==> src/design/tsad_pkg.sv <==
// Shared types and constants for the touch sample average and debounce unit.
// Depends on nothing; imported by every module of the block.
package tsad_pkg;

  // Field widths
  localparam int unsigned DATA_W       = 13;
  localparam int unsigned WORD_W       = 16;
  localparam int unsigned SAMPLE_SHIFT = 3;
  localparam int unsigned DELAY_W      = 4;
  localparam int unsigned COUNT_W      = DELAY_W + 1;
  localparam int unsigned CFG_IDX_W    = 2;
  localparam int unsigned CFG_DATA_W   = DATA_W;

  // Register reset values
  localparam logic [DATA_W-1:0]  THRESHOLD_RESET = 13'd100;
  localparam logic [DELAY_W-1:0] DELAY_RESET     = 4'd3;

  // Defaults for the top-level parameters
  localparam int unsigned SAMPLES_AVERAGED_DEF  = 4;
  localparam int unsigned SETTLING_DISCARDS_DEF = 4;

  // Configuration register indexes
  localparam logic [CFG_IDX_W-1:0] CFG_THRESHOLD = 2'd0;
  localparam logic [CFG_IDX_W-1:0] CFG_DELAY     = 2'd1;

  // Input word opcodes
  typedef enum logic {
    OP_ADC_WORD  = 1'b0,
    OP_HOST_READ = 1'b1
  } opcode_e;

  // End-of-poll averages handed to the debounce logic
  typedef struct packed {
    logic              done;
    logic [DATA_W-1:0] x;
    logic [DATA_W-1:0] y;
    logic [DATA_W-1:0] z;
  } poll_t;

  // One host read reply
  typedef struct packed {
    logic              ready_res;
    logic [DATA_W-1:0] x;
    logic [DATA_W-1:0] y;
    logic [DATA_W-1:0] z;
  } result_t;

  // Output buffer occupancy, for input flow control
  typedef struct packed {
    logic [1:0] used;
    logic       pop;
  } obuf_status_t;

endpackage

==> src/design/tsad_avg.sv <==
// Per-group sample accumulator: drops settling words, sums shifted samples,
// and produces the Y, X and Z1 averages. Depends on tsad_pkg.
module tsad_avg #(
  parameter int unsigned SAMPLES_AVERAGED  = tsad_pkg::SAMPLES_AVERAGED_DEF,
  parameter int unsigned SETTLING_DISCARDS = tsad_pkg::SETTLING_DISCARDS_DEF
) (
  input  logic                        clk_i,
  input  logic                        rst_ni,
  input  logic                        word_valid_i,
  input  logic [tsad_pkg::WORD_W-1:0] word_i,
  output tsad_pkg::poll_t             poll_o
);
  import tsad_pkg::*;

  localparam int unsigned GROUP_LEN = SETTLING_DISCARDS + SAMPLES_AVERAGED;
  localparam int unsigned SLOT_W    = (GROUP_LEN > 1) ? $clog2(GROUP_LEN) : 1;
  localparam int unsigned SUM_W     = DATA_W + $clog2(SAMPLES_AVERAGED);
  localparam logic [SLOT_W-1:0] SLOT_LAST  = SLOT_W'(GROUP_LEN - 1);
  localparam logic [SLOT_W-1:0] SLOT_FIRST = SLOT_W'(SETTLING_DISCARDS);

  // Reciprocal of the sample count, rounded up; exact for any sum below 2^SUM_W
  localparam int unsigned DIV_SHIFT = SUM_W + $clog2(SAMPLES_AVERAGED);
  localparam int unsigned RECIP_W   = SUM_W + 1;
  localparam int unsigned PROD_W    = SUM_W + RECIP_W;
  localparam logic [RECIP_W-1:0] RECIP =
    RECIP_W'(((64'd1 << DIV_SHIFT) + 64'(SAMPLES_AVERAGED) - 64'd1) /
             64'(SAMPLES_AVERAGED));

  typedef enum logic [1:0] {
    GRP_Y = 2'd0,
    GRP_X = 2'd1,
    GRP_Z = 2'd2
  } grp_e;

  grp_e              group_q, group_d;
  logic [SLOT_W-1:0] slot_q;
  logic [SUM_W-1:0]  sum_q;
  logic [DATA_W-1:0] y_q, x_q;

  logic              sampling;
  logic              last_slot;
  logic [DATA_W-1:0] sample;
  logic [SUM_W-1:0]  sum_d;
  logic [PROD_W-1:0] prod;
  logic [DATA_W-1:0] avg;

  // Running sum and group average
  assign sampling  = (slot_q >= SLOT_FIRST);
  assign last_slot = (slot_q == SLOT_LAST);
  assign sample    = DATA_W'(word_i >> SAMPLE_SHIFT);
  assign sum_d     = sampling ? (sum_q + SUM_W'(sample)) : sum_q;
  assign prod      = PROD_W'(sum_d) * PROD_W'(RECIP);
  assign avg       = DATA_W'(prod >> DIV_SHIFT);

  // Next group in the poll
  always_comb begin
    unique case (group_q)
      GRP_Y:   group_d = GRP_X;
      GRP_X:   group_d = GRP_Z;
      GRP_Z:   group_d = GRP_Y;
      default: group_d = GRP_Y;
    endcase
  end

  // Position, sum and group averages
  always_ff @(posedge clk_i or negedge rst_ni) begin
    if (!rst_ni) begin
      group_q <= GRP_Y;
      slot_q  <= '0;
      sum_q   <= '0;
      y_q     <= '0;
      x_q     <= '0;
    end else if (word_valid_i) begin
      if (last_slot) begin
        slot_q  <= '0;
        sum_q   <= '0;
        group_q <= group_d;
        if (group_q == GRP_Y) y_q <= avg;
        if (group_q == GRP_X) x_q <= avg;
      end else begin
        slot_q <= slot_q + SLOT_W'(1);
        sum_q  <= sum_d;
      end
    end
  end

  // Z1 average goes straight to the debounce logic on the poll's last word
  assign poll_o.done = word_valid_i && last_slot && (group_q == GRP_Z);
  assign poll_o.x    = x_q;
  assign poll_o.y    = y_q;
  assign poll_o.z    = avg;

endmodule

==> src/design/tsad_press.sv <==
// Press debounce: validity check, consecutive poll count, coordinate latch
// and ready flag. Depends on tsad_pkg.
module tsad_press (
  input  logic                         clk_i,
  input  logic                         rst_ni,
  input  tsad_pkg::poll_t              poll_i,
  input  logic                         host_read_i,
  input  logic [tsad_pkg::DATA_W-1:0]  threshold_i,
  input  logic [tsad_pkg::DELAY_W-1:0] delay_i,
  output tsad_pkg::result_t            result_o
);
  import tsad_pkg::*;

  logic [COUNT_W-1:0] count_q, count_d;
  logic [DATA_W-1:0]  lx_q, ly_q, lz_q;
  logic               flag_q;

  logic               touch_valid;
  logic [COUNT_W-1:0] delay_ext;
  logic [COUNT_W-1:0] count_inc;
  logic               latch;

  // Touch check and count step
  assign touch_valid = (poll_i.x != '0) && (poll_i.y != '0) && (poll_i.z > threshold_i);
  assign delay_ext   = COUNT_W'(delay_i);
  assign count_inc   = (count_q < delay_ext) ? (count_q + COUNT_W'(1)) : count_q;
  assign latch       = poll_i.done && touch_valid && (count_inc == delay_ext);

  always_comb begin
    count_d = count_q;
    if (poll_i.done) begin
      if (!touch_valid) count_d = '0;
      else if (latch)   count_d = delay_ext + COUNT_W'(1);
      else              count_d = count_inc;
    end
  end

  // Count, latched coordinates and flag
  always_ff @(posedge clk_i or negedge rst_ni) begin
    if (!rst_ni) begin
      count_q <= '0;
      lx_q    <= '0;
      ly_q    <= '0;
      lz_q    <= '0;
      flag_q  <= 1'b0;
    end else begin
      count_q <= count_d;
      if (latch) begin
        lx_q   <= poll_i.x;
        ly_q   <= poll_i.y;
        lz_q   <= poll_i.z;
        flag_q <= 1'b1;
      end else if (host_read_i) begin
        flag_q <= 1'b0;
      end
    end
  end

  // Reply seen by a host read this cycle
  assign result_o.ready_res = flag_q;
  assign result_o.x         = lx_q;
  assign result_o.y         = ly_q;
  assign result_o.z         = lz_q;

endmodule

==> src/design/tsad_obuf.sv <==
// Two-entry output buffer (output register plus skid) for host read replies.
// Depends on tsad_pkg.
module tsad_obuf (
  input  logic                   clk_i,
  input  logic                   rst_ni,
  input  logic                   push_i,
  input  tsad_pkg::result_t      data_i,
  output logic                   out_valid_o,
  input  logic                   out_ready_i,
  output tsad_pkg::result_t      data_o,
  output tsad_pkg::obuf_status_t status_o
);
  import tsad_pkg::*;

  logic    head_valid_q, skid_valid_q;
  result_t head_q, skid_q;
  logic    pop;

  assign pop = head_valid_q && out_ready_i;

  // Control: head is the word on the port, skid catches a push while it stalls
  always_ff @(posedge clk_i or negedge rst_ni) begin
    if (!rst_ni) begin
      head_valid_q <= 1'b0;
      skid_valid_q <= 1'b0;
    end else if (pop) begin
      if (skid_valid_q) begin
        skid_valid_q <= push_i;
      end else begin
        head_valid_q <= push_i;
      end
    end else if (!head_valid_q) begin
      head_valid_q <= push_i;
    end else if (push_i) begin
      skid_valid_q <= 1'b1;
    end
  end

  // Payload
  always_ff @(posedge clk_i) begin
    if (pop) begin
      if (skid_valid_q) begin
        head_q <= skid_q;
        skid_q <= data_i;
      end else begin
        head_q <= data_i;
      end
    end else if (!head_valid_q) begin
      head_q <= data_i;
    end else if (push_i) begin
      skid_q <= data_i;
    end
  end

  assign out_valid_o   = head_valid_q;
  assign data_o        = head_q;
  assign status_o.used = {1'b0, head_valid_q} + {1'b0, skid_valid_q};
  assign status_o.pop  = pop;

endmodule

==> src/design/touch_sample_average_debounce_unit.sv <==
// Touch sample average and press debounce unit, top level.
// An ADC word passes through the input register before it updates the poll state; a
// host read reply passes the input register and the output buffer head to the port.
// Throughput: one word per cycle while the two-entry output buffer has room for
// read replies; the buffer holds replies while the output side stalls.
// Reset: asynchronous, active low; clears all state but the input and output payload registers, registers to 100 and 3.
module touch_sample_average_debounce_unit #(
  parameter int unsigned SAMPLES_AVERAGED  = tsad_pkg::SAMPLES_AVERAGED_DEF,
  parameter int unsigned SETTLING_DISCARDS = tsad_pkg::SETTLING_DISCARDS_DEF
) (
  input  logic                            clk_i,
  input  logic                            rst_ni,
  // Input words
  input  logic                            in_valid_i,
  output logic                            in_ready_o,
  input  logic                            in_opcode_i,
  input  logic [tsad_pkg::WORD_W-1:0]     in_adc_word_i,
  // Host read replies
  output logic                            out_valid_o,
  input  logic                            out_ready_i,
  output logic                            out_ready_res_o,
  output logic [tsad_pkg::DATA_W-1:0]     out_touch_x_o,
  output logic [tsad_pkg::DATA_W-1:0]     out_touch_y_o,
  output logic [tsad_pkg::DATA_W-1:0]     out_touch_z_o,
  // Configuration writes
  input  logic                            cfg_valid_i,
  output logic                            cfg_ready_o,
  input  logic [tsad_pkg::CFG_IDX_W-1:0]  cfg_index_i,
  input  logic [tsad_pkg::CFG_DATA_W-1:0] cfg_data_i
);
  import tsad_pkg::*;

  logic [DATA_W-1:0]  threshold_q;
  logic [DELAY_W-1:0] delay_q;

  logic              stage_valid_q;
  opcode_e           stage_op_q;
  logic [WORD_W-1:0] stage_word_q;

  logic         in_accept;
  logic         stage_word;
  logic         stage_read;
  logic [1:0]   used_after;
  poll_t        poll;
  result_t      reply;
  result_t      out_data;
  obuf_status_t obuf_status;

  // Configuration registers
  assign cfg_ready_o = 1'b1;

  always_ff @(posedge clk_i or negedge rst_ni) begin
    if (!rst_ni) begin
      threshold_q <= THRESHOLD_RESET;
      delay_q     <= DELAY_RESET;
    end else if (cfg_valid_i) begin
      if (cfg_index_i == CFG_THRESHOLD) threshold_q <= cfg_data_i;
      if (cfg_index_i == CFG_DELAY)     delay_q     <= DELAY_W'(cfg_data_i);
    end
  end

  // Input flow control: a word in the stage that is a read needs a buffer slot
  assign stage_word = stage_valid_q && (stage_op_q == OP_ADC_WORD);
  assign stage_read = stage_valid_q && (stage_op_q == OP_HOST_READ);
  assign used_after = obuf_status.used - {1'b0, obuf_status.pop} + {1'b0, stage_read};
  assign in_ready_o = (used_after < 2'd2);
  assign in_accept  = in_valid_i && in_ready_o;

  // Input register
  always_ff @(posedge clk_i or negedge rst_ni) begin
    if (!rst_ni) begin
      stage_valid_q <= 1'b0;
    end else begin
      stage_valid_q <= in_accept;
    end
  end

  always_ff @(posedge clk_i) begin
    if (in_accept) begin
      stage_op_q   <= opcode_e'(in_opcode_i);
      stage_word_q <= in_adc_word_i;
    end
  end

  tsad_avg #(
    .SAMPLES_AVERAGED  (SAMPLES_AVERAGED),
    .SETTLING_DISCARDS (SETTLING_DISCARDS)
  ) u_avg (
    .clk_i        (clk_i),
    .rst_ni       (rst_ni),
    .word_valid_i (stage_word),
    .word_i       (stage_word_q),
    .poll_o       (poll)
  );

  tsad_press u_press (
    .clk_i       (clk_i),
    .rst_ni      (rst_ni),
    .poll_i      (poll),
    .host_read_i (stage_read),
    .threshold_i (threshold_q),
    .delay_i     (delay_q),
    .result_o    (reply)
  );

  tsad_obuf u_obuf (
    .clk_i       (clk_i),
    .rst_ni      (rst_ni),
    .push_i      (stage_read),
    .data_i      (reply),
    .out_valid_o (out_valid_o),
    .out_ready_i (out_ready_i),
    .data_o      (out_data),
    .status_o    (obuf_status)
  );

  assign out_ready_res_o = out_data.ready_res;
  assign out_touch_x_o   = out_data.x;
  assign out_touch_y_o   = out_data.y;
  assign out_touch_z_o   = out_data.z;

endmodule
==> config.mk <==
export PLATFORM = sky130hd
export DESIGN_NAME = touch_sample_average_debounce_unit
export DESIGN_NICKNAME = d
export VERILOG_FILES = /design/src/design/tsad_pkg.sv /design/src/design/tsad_avg.sv /design/src/design/tsad_press.sv /design/src/design/tsad_obuf.sv /design/src/design/touch_sample_average_debounce_unit.sv
export SDC_FILE = /design/constraint.sdc
export NUM_CORES = 1
export LEC_CHECK = 0
export ABC_AREA = 1
export BUFFER_PORTS_ARGS = -buffer_cell sky130_fd_sc_hd__buf_2
export CORE_UTILIZATION = 60
export DETAILED_ROUTE_END_ITERATION = 10
export GPL_TIMING_DRIVEN = 0
export PLACE_DENSITY = 0.81
export SYNTH_ARGS = -nofsm -noshare
export SYNTH_HDL_FRONTEND = slang
export SYNTH_SLANG_ARGS = --single-unit
==> constraint.sdc <==
create_clock -name clk_i -period 3.65 [get_ports clk_i]
set_input_delay 0.1825 -clock clk_i [delete_from_list [all_inputs] [get_ports clk_i]]
set_output_delay 0.1825 -clock clk_i [all_outputs]
set_load 0.01 [all_outputs]
==> reports/qor.yml <==
status:
  status: "completed"
synth:
  synth.most_common_cell: "nand2_1"
  synthTopCellsByArea: "edfxtp_1 (30%), dfrtp_1 (28%), nand2_1 (7.8%), ha_1 (4.9%), mux2_2 (4.7%)"
  synthArstFlopShare: 0.5415
  syn_area_mm2: 0.009378
  synthesis.nets: 976
  synth_top_area_share: 0.3010
  syn_inst: 901
  synth-warning-count: 0
  synthTopCellsByCount: "nand2_1 (196), dfrtp_1 (106), inv_1 (105), edfxtp_1 (94), o21ai_0 (72)"
  synth.distinct_cells: 44
  synthFlopType: "dfrtp_1"
  yosys.area.top_type: "edfxtp_1"
  avgSynthCellArea_um2: 10.41
  synth_edf_count: 94
  yosysSeqAreaShare: 0.5979
  ys_seq_elements: 205
die:
  std_cell_rows: 45
  die_y_um: 127.0
  ioPinCount: 80
  die_w_um: 127.0
  coreArea_mm2: 0.01520
  start_util: 0.6169
  die_area_mm2: 0.01613
routing:
  via_count: 6842
  first_pass_iters: 5
  post-route-drc-count: 0
  drtIter0Drc: 482
  avgViaCountPerCell: 5.540
  wirelength_mm: 19.87
  ant_nets: 0
  wl_per_cell_um: 16.09
pwr:
  peakVddDrop_mv: 0.5092
  leakagePower_nw: 5.266
  p_per_area_mw_per_mm2: 710.8
layout:
  nNetsFinal: 1107
  syn_to_final_growth_pct: 19.51
  final_layout_size_suffix_gt1_frac: 0.2187
  fin_area_mm2: 0.01121
  nFillCells: 1014
  antenna_cells: 0
placed_design:
  place_congestion: 0.9097
  dp_hpwl_mm: 13.28
  place.port_buffers: 75
  place_area_mm2: 0.01002
clock_tree:
  clock-root-buffer: "clkbuf_16"
  htree_levels: 1
  cts_buffer_depth: 3
  clk_pin_slew_ps: 60
  cts_tree: "yes"
  cts_sinks: 205
  numCtsBuffers: 21
  clk_latency_ps: 500
global_routing:
  grt-ovfl-total: 0
  grt_pass1_vias: 6602
  antenna_found_initial: 0
  grt_max_degree: 58
  track_usage: 0.2560
  grt_pass1_wl_mm: 32.40
sta:
  tightest_slew_ps: 942.4
  hold_viol_final: 0
  setup_tns_ps: 0
  setup_violations: 0
  relSlewSlack: 0.3669
  drv_slew: 0
  timing.fmax_mhz: 281.5
  fin_skew_ps: 15.68
  finalCritPeriodShare: 0.9732
  finalCriticalPeriod_ps: 3552
setup_path:
  end_kind: "flip-flop"
  path_class: "reg -> reg"
  critPathLaunchType: "flip-flop"
  path_cells: "ha_2 > inv_1 > fa_2 > inv_2 > nand3_1 > nand2_2 > inv_1 > o21ai_2 > nor2_1 > o21ai_1 > o21ai_2 > inv_1 > ha_4 > and3_1 > nand3_1 > nand2_1 > nor2_1 > nand2_1 > inv_2 > nand3_4 > buf_8 > buf_6 > nand2_1 > nand2_1"
  worstPathRequired_ps: 4040
  crit_fanout: 10
  critPathSlowestCell: "fa_2"
  cp_common_cell: "nand2_1"
  crit_family: "simple AND/OR/NAND/NOR gates"
  critPathArrivalTime_ps: 3940
  cp_num_buf_inv: 7
  slowest_delay_ps: 350
job:
  maxCapViolCount: 0
worst_hold_path:
  hp-class: "in -> reg"
[stage by stage]
step | cells | setup slack, ps | util | hold slack (ps) | power (mW)
after floorplan | 901 | 314.9 | - | -113.1 | 4.695
after global placement | 1164 | -555.2 | 0.6570 | 358.4 | 5.367
after detailed placement | 1165 | -655.7 | 0.6593 | 277.1 | 5.460
after CTS | 1233 | 2.666 | 0.7283 | 19.74 | 7.787
after global routing | 1235 | -95.76 | 0.7372 | 44.84 | 8.423
final | 1235 | 97.65 | 0.7372 | 26.23 | 7.966
[logic make-up after synthesis]
| kind of cell | share of synthesized area |
|---|---|
| fa+ha+maj | 0.05150 |
| xor+xnor | 0.003737 |
| buf+inv | 0.05844 |
| simple gates | 0.1566 |
| flops | 0.5979 |
| other cells | 0.0003999 |
| compound gates | 0.08459 |
| mux | 0.04683 |
[layout make-up]
cell class / count / area, um^2 / area share
Inverter: 113 / 427.9 / 0.03818
Clock inverter: 10 / 156.4 / 0.01396
Timing Repair Buffer: 108 / 715.7 / 0.06386
Clock buffer: 28 / 571.8 / 0.05102
Multi-Input combinational cell: 562 / 3363 / 0.3001
Tap cell: 188 / 235.2 / 0.02099
Sequential cell: 205 / 5607 / 0.5003
Buffer: 21 / 130.1 / 0.01161
[where the power goes]
group | switching [mW] | internal [mW]
registers | 0.221 | 2.92
clock network | 0.861 | 1.39
logic | 1.68 | 0.898
total | 2.76 | 5.20
[final timing paths]
kind                                       startpoint                               to  slack [ps]  depth (start not counted)
setup / recovery           u_avg.sum_q[0]$_DFFE_PN0P_      u_press.lz_q[9]$_DFFE_PN0N_         100                         24
hold / removal                            out_ready_i  u_obuf.skid_valid_q$_DFFE_PN0P_          30                          4
setup reg to reg           u_avg.sum_q[0]$_DFFE_PN0P_      u_press.lz_q[9]$_DFFE_PN0N_         100                         24
hold reg to reg            u_press.flag_q$_DFFE_PN0P_      u_obuf.skid_q[39]$_DFFE_PP_         450                          0
max in group asynchronous                      rst_ni      u_press.ly_q[9]$_DFFE_PN0N_        2660                          3
min in group asynchronous                      rst_ni       u_avg.sum_q[2]$_DFFE_PN0P_         280                          2
[timing repair]
action | 4_1_cts | 5_1_grt
gates resized for setup | 14 | 31
setup endpoints to repair | 45 | 42
hold buffers | 28 | 0
hold endpoints to repair | 80 | 0
buffers inserted | 2 | 2
pin swaps | 1 | 2
[cells in the final DEF (no fill, tap or decap), types with 3 or more instances in the layout]
master | synthesis | final
nor3_1 | 5 | 5
o22ai_1 | 6 | 6
o21ai_2 | 5 | 11
a21oi_1 | 26 | 24
edfxtp_1 | 94 | 94
buf_2 | 2 | 76
nand3_1 | 48 | 48
o21bai_1 | 5 | 5
xnor2_1 | 3 | 3
inv_1 | 105 | 103
o21ai_1 | 28 | 33
o21ai_0 | 72 | 60
nand2_2 | 14 | 22
mux2_2 | 39 | 39
a21o_1 | 3 | 3
buf_4 | 1 | 6
clkbuf_2 | 1 | 3
ha_1 | 37 | 30
nand2_1 | 196 | 188
buf_6 | 5 | 4
ha_4 | 0 | 5
clkinv_1 | 3 | 3
dlygate4sd3_1 | 0 | 28
buf_1 | 5 | 5
clkinv_2 | 0 | 3
nor2_1 | 41 | 40
bufinv_16 | 0 | 4
clkbuf_16 | 0 | 21
dfrtp_1 | 106 | 106
clkbuf_1 | 7 | 10
nand4_1 | 12 | 12
inv_2 | 5 | 7
dfstp_2 | 5 | 5
[tightest hold or removal path: cells and delay by family]
family | cells | cell delay, ps
and+or+nand+nor | 2 | 120
buffers and inverters | 1 | 110
AOI/OAI and AO/OA | 1 | 80
[layer usage]
layer	global-route usage	up-vias	share of wire
li1	-	3292	-
met1	0.3326	3251	0.41
met2	0.4337	235	0.49
met3	0.04104	64	0.055
met4	0.1036	0	0.044
met5	0	-	0
No activity file was read; power rests on OpenSTA's default activity.
